==> config.mk <==
export PLATFORM = sky130hd
export DESIGN_NAME = focus_candidate_compare
export DESIGN_NICKNAME = d
export VERILOG_FILES = /design/src/rtl/fcc_pkg.sv /design/src/rtl/fcc_geom.sv /design/src/rtl/fcc_score.sv /design/src/rtl/focus_candidate_compare.sv
export SDC_FILE = /design/constraint.sdc
export NUM_CORES = 2
export LEC_CHECK = 0
export BUFFER_PORTS_ARGS = -buffer_cell sky130_fd_sc_hd__clkbuf_2
export CAP_MARGIN = 10
export CORE_MARGIN = 2
export CORE_UTILIZATION = 60
export CTS_CLUSTER_DIAMETER = 30
export CTS_CLUSTER_SIZE = 8
export DETAILED_ROUTE_END_ITERATION = 12
export PLACE_DENSITY_LB_ADDON = 0.3
export SLEW_MARGIN = 25
export SYNTH_ARGS = -nofsm -noshare
export SYNTH_HDL_FRONTEND = slang
export SYNTH_HIERARCHICAL = 1
export SYNTH_SLANG_ARGS = --single-unit
==> constraint.sdc <==
create_clock -name clk -period 14.8 [get_ports clk]
set_input_delay 1.48 -clock clk [delete_from_list [all_inputs] [get_ports clk]]
set_output_delay 1.48 -clock clk [all_outputs]
set_load 0.02 [all_outputs]
==> src/rtl/fcc_pkg.sv <==
package fcc_pkg;

	// Default build values
	localparam int COORD_BITS_DEF   = 16;
	localparam int MAJOR_WEIGHT_DEF = 13;

	// Direction codes; anything above DIR_DOWN never gives a better candidate
	localparam int DIR_W = 3;
	localparam logic [DIR_W-1:0] DIR_LEFT  = 3'd0;
	localparam logic [DIR_W-1:0] DIR_RIGHT = 3'd1;
	localparam logic [DIR_W-1:0] DIR_UP    = 3'd2;
	localparam logic [DIR_W-1:0] DIR_DOWN  = 3'd3;

	// Configuration register indexes
	localparam int CFG_IDX_W = 3;
	localparam logic [CFG_IDX_W-1:0] CFG_SRC_LEFT   = 3'd0;
	localparam logic [CFG_IDX_W-1:0] CFG_SRC_TOP    = 3'd1;
	localparam logic [CFG_IDX_W-1:0] CFG_SRC_RIGHT  = 3'd2;
	localparam logic [CFG_IDX_W-1:0] CFG_SRC_BOTTOM = 3'd3;
	localparam logic [CFG_IDX_W-1:0] CFG_MOVE_DIR   = 3'd4;

	// Per-rectangle relations to the source rectangle
	typedef struct packed {
		logic lies;    // both major-axis edges beyond the source's edges
		logic beam;    // overlaps the source on the minor axis
		logic beyond;  // near edge fully past the source's leading edge
	} geom_flags_t;

	// Load enables of the later pipeline stages
	typedef struct packed {
		logic s2;
		logic s3;
		logic s4;
	} stage_en_t;

endpackage

==> src/rtl/fcc_geom.sv <==
module fcc_geom import fcc_pkg::*; #(
	parameter int COORD_BITS = COORD_BITS_DEF
) (
	input  logic [DIR_W-1:0]             dir,
	input  logic signed [COORD_BITS-1:0] sl,
	input  logic signed [COORD_BITS-1:0] st,
	input  logic signed [COORD_BITS-1:0] sr,
	input  logic signed [COORD_BITS-1:0] sb,
	input  logic signed [COORD_BITS-1:0] xl,
	input  logic signed [COORD_BITS-1:0] xt,
	input  logic signed [COORD_BITS-1:0] xr,
	input  logic signed [COORD_BITS-1:0] xb,
	output geom_flags_t                  flags,
	output logic [COORD_BITS-1:0]        near_gap,
	output logic [COORD_BITS-1:0]        far_gap,
	output logic signed [COORD_BITS+1:0] mnr_diff
);

	localparam int W = COORD_BITS;

	logic signed [W:0]   near_d, far_d;
	logic signed [W+1:0] s_sum_h, x_sum_h, s_sum_v, x_sum_v;
	logic                horiz;

	// Doubled centers along each axis
	assign s_sum_h = (W+2)'(st) + (W+2)'(sb);
	assign x_sum_h = (W+2)'(xt) + (W+2)'(xb);
	assign s_sum_v = (W+2)'(sl) + (W+2)'(sr);
	assign x_sum_v = (W+2)'(xl) + (W+2)'(xr);

	assign horiz = (dir == DIR_LEFT) || (dir == DIR_RIGHT);

	// Direction-dependent relations and raw gaps
	always_comb begin
		case (dir)
			DIR_LEFT: begin
				flags.lies   = (sl > xl) && (sr > xr);
				flags.beyond = (sl >= xr);
				near_d       = (W+1)'(sl) - (W+1)'(xr);
				far_d        = (W+1)'(sl) - (W+1)'(xl);
			end
			DIR_RIGHT: begin
				flags.lies   = (sl < xl) && (sr < xr);
				flags.beyond = (sr <= xl);
				near_d       = (W+1)'(xl) - (W+1)'(sr);
				far_d        = (W+1)'(xr) - (W+1)'(sr);
			end
			DIR_UP: begin
				flags.lies   = (st > xt) && (sb > xb);
				flags.beyond = (st >= xb);
				near_d       = (W+1)'(st) - (W+1)'(xb);
				far_d        = (W+1)'(st) - (W+1)'(xt);
			end
			default: begin
				flags.lies   = (st < xt) && (sb < xb);
				flags.beyond = (sb <= xt);
				near_d       = (W+1)'(xt) - (W+1)'(sb);
				far_d        = (W+1)'(xb) - (W+1)'(sb);
			end
		endcase
		flags.beam = horiz ? ((st < xb) && (xt < sb)) : ((sl < xr) && (xl < sr));
	end

	// Near gap clamped at 0, far gap clamped at 1; both fit W unsigned bits
	assign near_gap = (near_d > 0) ? near_d[W-1:0] : '0;
	assign far_gap  = (far_d > 1) ? far_d[W-1:0] : W'(1);

	assign mnr_diff = horiz ? (s_sum_h - x_sum_h) : (s_sum_v - x_sum_v);

endmodule

==> src/rtl/fcc_score.sv <==
module fcc_score import fcc_pkg::*; #(
	parameter int COORD_BITS   = COORD_BITS_DEF,
	parameter int MAJOR_WEIGHT = MAJOR_WEIGHT_DEF
) (
	input  logic                         clk,
	input  stage_en_t                    en,
	input  logic [COORD_BITS-1:0]        maj,
	input  logic signed [COORD_BITS+1:0] mnr_diff,
	output logic [2*COORD_BITS+$clog2(4*MAJOR_WEIGHT+1):0] score
);

	localparam int W      = COORD_BITS;
	localparam int WT_W   = $clog2(4*MAJOR_WEIGHT+1);
	localparam int WMAJ_W = 2*W + WT_W;
	localparam int SC_W   = WMAJ_W + 1;
	localparam logic [WT_W-1:0] WT = WT_W'(4*MAJOR_WEIGHT);

	logic signed [W+1:0] mnr_neg;
	logic [W:0]          mnr_abs;
	logic [2*W-1:0]      maj_sq_s2;
	logic [2*W+1:0]      mnr_sq_s2, mnr_sq_s3;
	logic [WMAJ_W-1:0]   wmaj_s3;
	logic [SC_W-1:0]     score_s4;

	// Magnitude of the doubled minor offset
	assign mnr_neg = -mnr_diff;
	assign mnr_abs = mnr_diff[W+1] ? mnr_neg[W:0] : mnr_diff[W:0];

	// Stage 2: squares
	always_ff @(posedge clk) begin
		if (en.s2) begin
			maj_sq_s2 <= (2*W)'(maj) * (2*W)'(maj);
			mnr_sq_s2 <= (2*W+2)'(mnr_abs) * (2*W+2)'(mnr_abs);
		end
	end

	// Stage 3: weight the major term
	always_ff @(posedge clk) begin
		if (en.s3) begin
			wmaj_s3   <= WMAJ_W'(maj_sq_s2) * WMAJ_W'(WT);
			mnr_sq_s3 <= mnr_sq_s2;
		end
	end

	// Stage 4: weighted distance
	always_ff @(posedge clk) begin
		if (en.s4) begin
			score_s4 <= SC_W'(wmaj_s3) + SC_W'(mnr_sq_s3);
		end
	end

	assign score = score_s4;

endmodule

==> src/rtl/focus_candidate_compare.sv <==
// Channel  Direction  Handshake                 Payload
// in       to block   in_valid / in_stall       cand_* and best_* edges
// out      from block out_valid / out_stall     is_better
// cfg      to block   cfg_valid / cfg_ready     cfg_index, cfg_data
//
// Five register stages: relations and gaps, squares and rule decision,
// weighting, distance sum, final compare. One word per cycle is sustained
// while out_stall stays low.
// Each stage advances when it is empty or the one after it advances, so
// bubbles close up while the output is stalled. cfg_ready is always high.
// Reset clears the source rectangle and direction and empties the pipeline.
module focus_candidate_compare import fcc_pkg::*; #(
	parameter int COORD_BITS   = COORD_BITS_DEF,
	parameter int MAJOR_WEIGHT = MAJOR_WEIGHT_DEF
) (
	input  logic                         clk,
	input  logic                         arst_n,
	input  logic                         in_valid,
	output logic                         in_stall,
	input  logic signed [COORD_BITS-1:0] cand_left,
	input  logic signed [COORD_BITS-1:0] cand_top,
	input  logic signed [COORD_BITS-1:0] cand_right,
	input  logic signed [COORD_BITS-1:0] cand_bottom,
	input  logic signed [COORD_BITS-1:0] best_left,
	input  logic signed [COORD_BITS-1:0] best_top,
	input  logic signed [COORD_BITS-1:0] best_right,
	input  logic signed [COORD_BITS-1:0] best_bottom,
	output logic                         out_valid,
	input  logic                         out_stall,
	output logic                         is_better,
	input  logic                         cfg_valid,
	output logic                         cfg_ready,
	input  logic [CFG_IDX_W-1:0]         cfg_index,
	input  logic [COORD_BITS-1:0]        cfg_data
);

	localparam int W    = COORD_BITS;
	localparam int SC_W = 2*W + $clog2(4*MAJOR_WEIGHT+1) + 1;

	logic signed [W-1:0] src_left_q, src_top_q, src_right_q, src_bottom_q;
	logic [DIR_W-1:0]    dir_q;

	geom_flags_t         flags_c, flags_b, flags_c_s1, flags_b_s1;
	logic [W-1:0]        near_c, near_b, far_c, far_b;
	logic [W-1:0]        near_c_s1, near_b_s1, far_c_s1, far_b_s1;
	logic signed [W+1:0] mnr_c, mnr_b, mnr_c_s1, mnr_b_s1;
	logic [SC_W-1:0]     score_c, score_b;

	logic valid_s1, valid_s2, valid_s3, valid_s4, valid_s5;
	logic rdy_s1, rdy_s2, rdy_s3, rdy_s4, rdy_s5;
	logic known_s2, known_s3, known_s4;
	logic val_s2, val_s3, val_s4;
	logic is_better_s5;
	logic dir_ok, horiz, beats_cb, beats_bc, known_d, val_d;
	stage_en_t en;

	// Configuration registers
	assign cfg_ready = 1'b1;

	always_ff @(posedge clk or negedge arst_n) begin
		if (!arst_n) begin
			src_left_q   <= '0;
			src_top_q    <= '0;
			src_right_q  <= '0;
			src_bottom_q <= '0;
			dir_q        <= DIR_LEFT;
		end else if (cfg_valid && cfg_ready) begin
			case (cfg_index)
				CFG_SRC_LEFT:   src_left_q   <= cfg_data;
				CFG_SRC_TOP:    src_top_q    <= cfg_data;
				CFG_SRC_RIGHT:  src_right_q  <= cfg_data;
				CFG_SRC_BOTTOM: src_bottom_q <= cfg_data;
				CFG_MOVE_DIR:   dir_q        <= cfg_data[DIR_W-1:0];
				default: ;
			endcase
		end
	end

	// Flow control: a stage loads when empty or when its successor moves on
	assign rdy_s5   = !valid_s5 || !out_stall;
	assign rdy_s4   = !valid_s4 || rdy_s5;
	assign rdy_s3   = !valid_s3 || rdy_s4;
	assign rdy_s2   = !valid_s2 || rdy_s3;
	assign rdy_s1   = !valid_s1 || rdy_s2;
	assign in_stall = !rdy_s1;
	assign out_valid = valid_s5;

	assign en.s2 = rdy_s2;
	assign en.s3 = rdy_s3;
	assign en.s4 = rdy_s4;

	always_ff @(posedge clk or negedge arst_n) begin
		if (!arst_n) begin
			valid_s1 <= 1'b0;
			valid_s2 <= 1'b0;
			valid_s3 <= 1'b0;
			valid_s4 <= 1'b0;
			valid_s5 <= 1'b0;
		end else begin
			if (rdy_s1) valid_s1 <= in_valid;
			if (rdy_s2) valid_s2 <= valid_s1;
			if (rdy_s3) valid_s3 <= valid_s2;
			if (rdy_s4) valid_s4 <= valid_s3;
			if (rdy_s5) valid_s5 <= valid_s4;
		end
	end

	// Geometry of each rectangle against the source
	fcc_geom #(.COORD_BITS(COORD_BITS)) u_geom_c (
		.dir(dir_q), .sl(src_left_q), .st(src_top_q), .sr(src_right_q), .sb(src_bottom_q),
		.xl(cand_left), .xt(cand_top), .xr(cand_right), .xb(cand_bottom),
		.flags(flags_c), .near_gap(near_c), .far_gap(far_c), .mnr_diff(mnr_c)
	);

	fcc_geom #(.COORD_BITS(COORD_BITS)) u_geom_b (
		.dir(dir_q), .sl(src_left_q), .st(src_top_q), .sr(src_right_q), .sb(src_bottom_q),
		.xl(best_left), .xt(best_top), .xr(best_right), .xb(best_bottom),
		.flags(flags_b), .near_gap(near_b), .far_gap(far_b), .mnr_diff(mnr_b)
	);

	// Stage 1 registers
	always_ff @(posedge clk) begin
		if (rdy_s1) begin
			flags_c_s1 <= flags_c;
			flags_b_s1 <= flags_b;
			near_c_s1  <= near_c;
			near_b_s1  <= near_b;
			far_c_s1   <= far_c;
			far_b_s1   <= far_b;
			mnr_c_s1   <= mnr_c;
			mnr_b_s1   <= mnr_b;
		end
	end

	// Rule decision: direction, placement, then beam overlap
	assign dir_ok = (dir_q == DIR_LEFT) || (dir_q == DIR_RIGHT) ||
	                (dir_q == DIR_UP) || (dir_q == DIR_DOWN);
	assign horiz  = (dir_q == DIR_LEFT) || (dir_q == DIR_RIGHT);

	assign beats_cb = !flags_b_s1.beam && flags_c_s1.beam &&
	                  (!flags_b_s1.beyond || horiz || (near_c_s1 < far_b_s1));
	assign beats_bc = !flags_c_s1.beam && flags_b_s1.beam &&
	                  (!flags_c_s1.beyond || horiz || (near_b_s1 < far_c_s1));

	always_comb begin
		known_d = 1'b1;
		val_d   = 1'b0;
		if (!dir_ok || !flags_c_s1.lies) begin
			val_d = 1'b0;
		end else if (!flags_b_s1.lies || beats_cb) begin
			val_d = 1'b1;
		end else if (beats_bc) begin
			val_d = 1'b0;
		end else begin
			known_d = 1'b0;
		end
	end

	// Distance scores for the tie-break
	fcc_score #(.COORD_BITS(COORD_BITS), .MAJOR_WEIGHT(MAJOR_WEIGHT)) u_score_c (
		.clk(clk), .en(en), .maj(near_c_s1), .mnr_diff(mnr_c_s1), .score(score_c)
	);

	fcc_score #(.COORD_BITS(COORD_BITS), .MAJOR_WEIGHT(MAJOR_WEIGHT)) u_score_b (
		.clk(clk), .en(en), .maj(near_b_s1), .mnr_diff(mnr_b_s1), .score(score_b)
	);

	// Decision travels alongside the scores
	always_ff @(posedge clk) begin
		if (rdy_s2) begin
			known_s2 <= known_d;
			val_s2   <= val_d;
		end
		if (rdy_s3) begin
			known_s3 <= known_s2;
			val_s3   <= val_s2;
		end
		if (rdy_s4) begin
			known_s4 <= known_s3;
			val_s4   <= val_s3;
		end
		if (rdy_s5) begin
			is_better_s5 <= known_s4 ? val_s4 : (score_c < score_b);
		end
	end

	assign is_better = is_better_s5;

endmodule

### Word level (Yosys, flattened, before mapping)

Index checks and enable logic that the tools add are counted.
W data, S select, Z words.

* add/subtract/negate cells: 30
* multiply operators: 6
* $lt $le $gt $ge: 39
* eq/ne operators: 7
* muxes and demuxes: 17
* reduce and logical (&&, ||, !) cells: 52

Operator list (number)
* $lt A16 B16 Y1: 18
* $sub A16 B16 Y17: 16
* $pmux W17 S3: 4
* $gt A16 B16 Y1: 8
* $add A16 B16 Y17: 6
* $add A38 B34 Y39: 2
* $mul A32 B4 Y36 const B: 2
* $sub A18 B18 Y18: 4
* $mul A17 B17 Y34: 2
* $ge A16 B16 Y1: 4
* $le A16 B16 Y1: 4
* $mul A16 B16 Y32: 2
* $lt A39 B39 Y1: 1
* $mux W18: 2
* $gt A17 B1 Y1 const B: 2
* $gt A17 B2 Y1 const B: 2
* $mux W17: 2
* $neg A17 Y17: 2
* $logic_and A1 B1 Y1: 16
* $logic_not A1 Y1: 14
* $logic_or A1 B1 Y1: 14
* $eq A3 B2 Y1 const B: 4
* $pmux W1 S3: 4
* $reduce_and A2 Y1: 5
* other kinds (5): 11

* flip-flop bits (word level): 535
* bits of input ports: 152
* output and inout port bits: 4
* word-level logic and storage cells: 190

### Longest topological paths before layout

* word-level depth: 7
* depth in mapped cells: 32
* mapped depth without buffers: 30

### By module

The synthesis kept the hierarchy.

By module, submodules not included
* fcc_score at u_score_c: instances 1, cells each 2602, area an instance 25358.1 µm², sequential area each 5104.9 µm²
* fcc_score at u_score_b: instances 1, cells each 2603, area an instance 25294.3 µm², sequential area each 5104.9 µm²
* fcc_geom: instances 2, cells each 1712, area an instance 11810.1 µm², sequential area each 0.0 µm²
* focus_candidate_compare: instances 1, cells each 529, area an instance 7883.8 µm², sequential area each 5195.0 µm²

### Least setup slack after synthesis

Ideal clock, no wire load.

* path kind: flip-flop to flip-flop
* start: reg mnr_b_s1[0]
* end: reg u_score_b.mnr_sq_s2[28], data pin
* setup time: 259 ps
* data arrival time: 7822 ps
* data required time: 14541 ps
* path slack: 6719 ps
* cell stages (with the launch flop): 30
* buffers on the path: 1
* period minus slack after synthesis: 8081 ps
* path through: edfxtp_1 clkbuf_1 clkinv_1 ha_1 or3b_1 nand2b_1 o31ai_1 xnor2_1 inv_2 nor2_1 fa_1 inv_1 fa_1 fa_1 inv_1 fa_1 fa_1 inv_1 fa_1 inv_1 ha_1 a21o_1 or3_4 a2111oi_4 o211ai_2 a2111oi_4 o31ai_2 a221o_1 a21oi_2 xnor2_1

* longest elaborated chain between the ends: 3

RTL lines
* from (decl): line focus_candidate_compare.sv:46 `logic signed [W+1:0] mnr_c, mnr_b, mnr_c_s1, mnr_b_s1;`
* from (signal assigned): line focus_candidate_compare.sv:131 `mnr_b_s1 <= mnr_b;`
* $neg A17 Y17: line fcc_score.sv:26 `assign mnr_neg = -mnr_diff;`
* $mux W17 *: line fcc_score.sv:27 `assign mnr_abs = mnr_diff[W+1] ? mnr_neg[W:0] : mnr_diff[W:0];`
* $mul A17 B17 Y34 *: line fcc_score.sv:33 `mnr_sq_s2 <= (2*W+2)'(mnr_abs) * (2*W+2)'(mnr_abs);`
* to (signal assigned): line fcc_score.sv:33
* to (decl): line fcc_score.sv:21 `logic [2*W+1:0] mnr_sq_s2, mnr_sq_s3;`

Mark *: on every way between the ends. The rest lies on a longest branch, timed or not.
A chain may end at the register's enable or synchronous reset.

### Worst setup path after layout

Same ends and word-level chain as after synthesis.

==> flow_metrics.py <==
metrics = {
    "run_status": {
        "status": "complete, no violations",
    },
    "synthesis": {
        "ys_warn_count": 6,
        "synth_compound_area_frac": 0.152,
        "synth_nets": 11200,
        "synthTopCellsByCount": "1724 x inv_1, 1128 x ha_1, 793 x fa_1, 628 x nand2_1, 559 x a21oi_1",
        "synth_top_area_share": 0.193,
        "yosysTopAreaCell": "fa_1",
        "synth_most_common_cell": "inv_1",
        "synthArstFlopShare": 0.137,
        "synth_mux_area_frac": 0.0140,
        "syn_avg_cell_area_sq_um": 8.97,
        "synth_area_leaders": "fa_1 19%, ha_1 17%, edfxtp_1 17%, inv_1 7.9%, xnor2_1 4.0%",
        "ys_seq_area_frac": 0.188,
        "synth_seq_cells": 525,
        "synthDistinctLibCells": 106,
        "synthSimpleGateAreaFrac": 0.130,
        "synth_edf_count": 453,
        "synth_cells": 9158,
        "syn_area_sq_um": 82200,
        "ys.flop_type": "edfxtp_1",
        "synthAdderAreaFrac": 0.365,
        "synth_top_family_by_area": "adder cells",
        "synthXorXnorAreaFrac": 0.0629,
    },
    "cts": {
        "cts.sinks": 525,
        "htree_levels": 3,
        "postCtsHoldBufs": 0,
        "cts_made_buffers": 118,
        "clock_path_buffers": 3,
        "clk_latency_ns": 0.75,
        "cts_resized": 0,
        "tritoncts": "built",
        "cts_setup_buffers": 0,
        "clockRootBuffer": "clkbuf_16",
        "path_clk_slew_ns": 0.04,
    },
    "route": {
        "drt_wl_total_um": 243000,
        "dr_total_vias": 67400,
        "routedWlPerCell_um": 21.7,
        "viasPerCell": 6.01,
        "ant_nets": 0,
        "firstDrtPassIters": 6,
        "drc": 0,
        "first_iter_violations": 5846,
    },
    "worst_setup_path": {
        "critPathSlowestCell": "xor2_1",
        "critPathKind": "register to register",
        "critPathMostFrequentCell": "fa_1",
        "crit_path_end_kind": "register",
        "worstPathArrival_ns": 9.58,
        "cpPeakStageDelay_ns": 0.71,
        "crit_required_ns": 15.26,
        "worstPathMaxFanout": 13,
        "worstSetupStartpointType": "register",
    },
    "global_route": {
        "gr-usage-met3": 0.0555,
        "grt_usage": 0.344,
        "grt_use_met2": 0.564,
        "antenna_found_initial": 9,
        "grt_pass1_wl_um": 375000,
        "grt_pass1_vias": 68400,
        "grt_max_degree": 83,
        "gr-usage-met1": 0.430,
        "grt-ovfl-total": 0,
        "busiest_layer": "met2",
    },
    "placed_design": {
        "portBuffers": 154,
        "placed_cells": 11000,
        "gp_congestion": 1.01,
        "dp_hpwl_um": 199000,
    },
    "layout": {
        "fin_cells": 11200,
        "areaGrowthSynthToFinish_pct": 8.62,
        "drive_above_1_share": 0.0684,
        "fillers": 11000,
        "final_nets": 11400,
    },
    "floorplan": {
        "row_count": 135,
        "io_pins": 156,
        "core-area_sq_um": 136000,
        "die_h_um": 374,
        "dieWidth_um": 374,
        "fp.dieArea_sq_um": 140000,
        "initial_core_util": 0.606,
    },
    "timing": {
        "finalMaxSlewViolations": 0,
        "rsz0062_at_grt": "false",
        "finClkSkew_ns": 0.0834,
        "fin_crit_sh": 0.616,
        "hold_viol": 0,
        "tightest_slew_ns": 1.13,
        "fin_setup_tns_ns": 0,
        "min_period_ns": 9.12,
        "max_slew_margin": 0.235,
        "max_freq_ghz": 0.110,
        "setup_viol": 0,
    },
    "flow_run": {
        "drv_cap": 0,
    },
    "min_path": {
        "min_path_type": "register to register",
    },
}
==> cells by family after synthesis <==
family                     count (synthesis)
DFF                                      525
xor gates and xnor gates                 582
adders and majority gates               1921
muxes                                    106
other                                      3
AOI/OAI and AO/OA                       1911
and+or+nand+nor                         2191
buffers and inverters                   1919
==> through the flow <==
| step | cell area, sq um | util | setup slack [ns] | hold WS (ns) |
|---|---|---|---|---|
| final | 89200 | 0.658 | 5.68 | 0.391 |
| after global routing | 89200 | 0.658 | 5.18 | 0.408 |
| after CTS | 89200 | 0.658 | 5.63 | 0.392 |
| after detailed placement | 85000 | 0.627 | 5.70 | 0.405 |
| after global placement | 85000 | 0.627 | 5.86 | 0.402 |
| after floorplan | 82200 | - | 6.72 | 0.400 |
==> placed cells by master (no fill, tap or decap), types with 56 or more instances in the layout <==
master     synthesis  final
a211oi_1          83     83
a21o_1           212    212
a21oi_1          559    559
a31oi_1           83     83
and2_1           140    140
and3_1            70     70
buf_4              7     56
clkbuf_16          0    119
clkbuf_2           2    153
dfrtp_1           72     71
edfxtp_1         453    453
fa_1             793    793
ha_1            1128   1128
inv_1           1724   1723
mux2_2            71     71
nand2_1          628    627
nand2b_1          87     87
nand3_1          153    152
nand4_1           85     85
nor2_1           535    532
nor2b_1          139    139
nor3_1           134    134
o21a_1            80     80
o21ai_0          329    329
o21bai_1          65     65
o31ai_1           64     64
xnor2_1          378    376
xor2_1           198    198
==> critical path, delay by kind of cell (launching register included) <==
kind,cells,cell delay (ns)
xor gates and xnor gates,2,0.79
buffers and inverters,5,0.93
AOI/OAI and AO/OA,7,1.76
adders and majority gates,8,3.87
DFF,1,0.69
and+or+nand+nor,5,0.84
==> sequential cells by signal, summed over array words and instances, names as in the netlist, 16 cells and up <==
name / flops
u_score_b/score: 38
u_score_c/score: 38
u_score_b/wmaj_s3: 35
u_score_c/wmaj_s3: 35
u_score_b/mnr_sq_s2: 33
u_score_b/mnr_sq_s3: 33
u_score_c/mnr_sq_s2: 33
u_score_c/mnr_sq_s3: 33
u_score_b/maj_sq_s2: 31
u_score_c/maj_sq_s2: 31
mnr_b_s1: 18
mnr_c_s1: 18
far_b_s1: 16
far_c_s1: 16
near_b_s1: 16
near_c_s1: 16
src_bottom_q: 16
src_left_q: 16
src_right_q: 16
src_top_q: 16
==> final timing paths <==
path                                          from                      end  slack, ns  cells after the start
setup / recovery                       mnr_b_s1[0]  u_score_b/mnr_sq_s2[28]       5.68                     27
hold / removal             u_score_b/mnr_sq_s2[29]  u_score_b/mnr_sq_s3[29]       0.39                      0
setup reg to reg                       mnr_b_s1[0]  u_score_b/mnr_sq_s2[28]       5.68                     27
hold reg to reg            u_score_b/mnr_sq_s2[29]  u_score_b/mnr_sq_s3[29]       0.39                      0
max in group asynchronous                   arst_n                 valid_s3      13.51                      1
min in group asynchronous                   arst_n            src_left_q[4]       0.77                      1
==> routing by layer <==
layer	wire length, um	share of wire
met3	17500	0.072
met2	111000	0.46
met1	97600	0.40
met4	16500	0.068
met5	42	0.00017
==> area by class of cell <==
cell class                 instances  area, sq um  area share
timing repair buffer             211         1210      0.0135
clock buffer                     139         3110      0.0349
inverter                        1759         6600      0.0740
clock inverter                    84         1080      0.0121
sequential                       525        15400       0.173
tap                             1781         2230      0.0250
multi-input combinational       6714        59600       0.668
antenna                            1         2.50   0.0000280
Power is left out: the tool's default activity adds up to more than one toggle a clock period on the data nets, which glitch-free logic cannot reach.
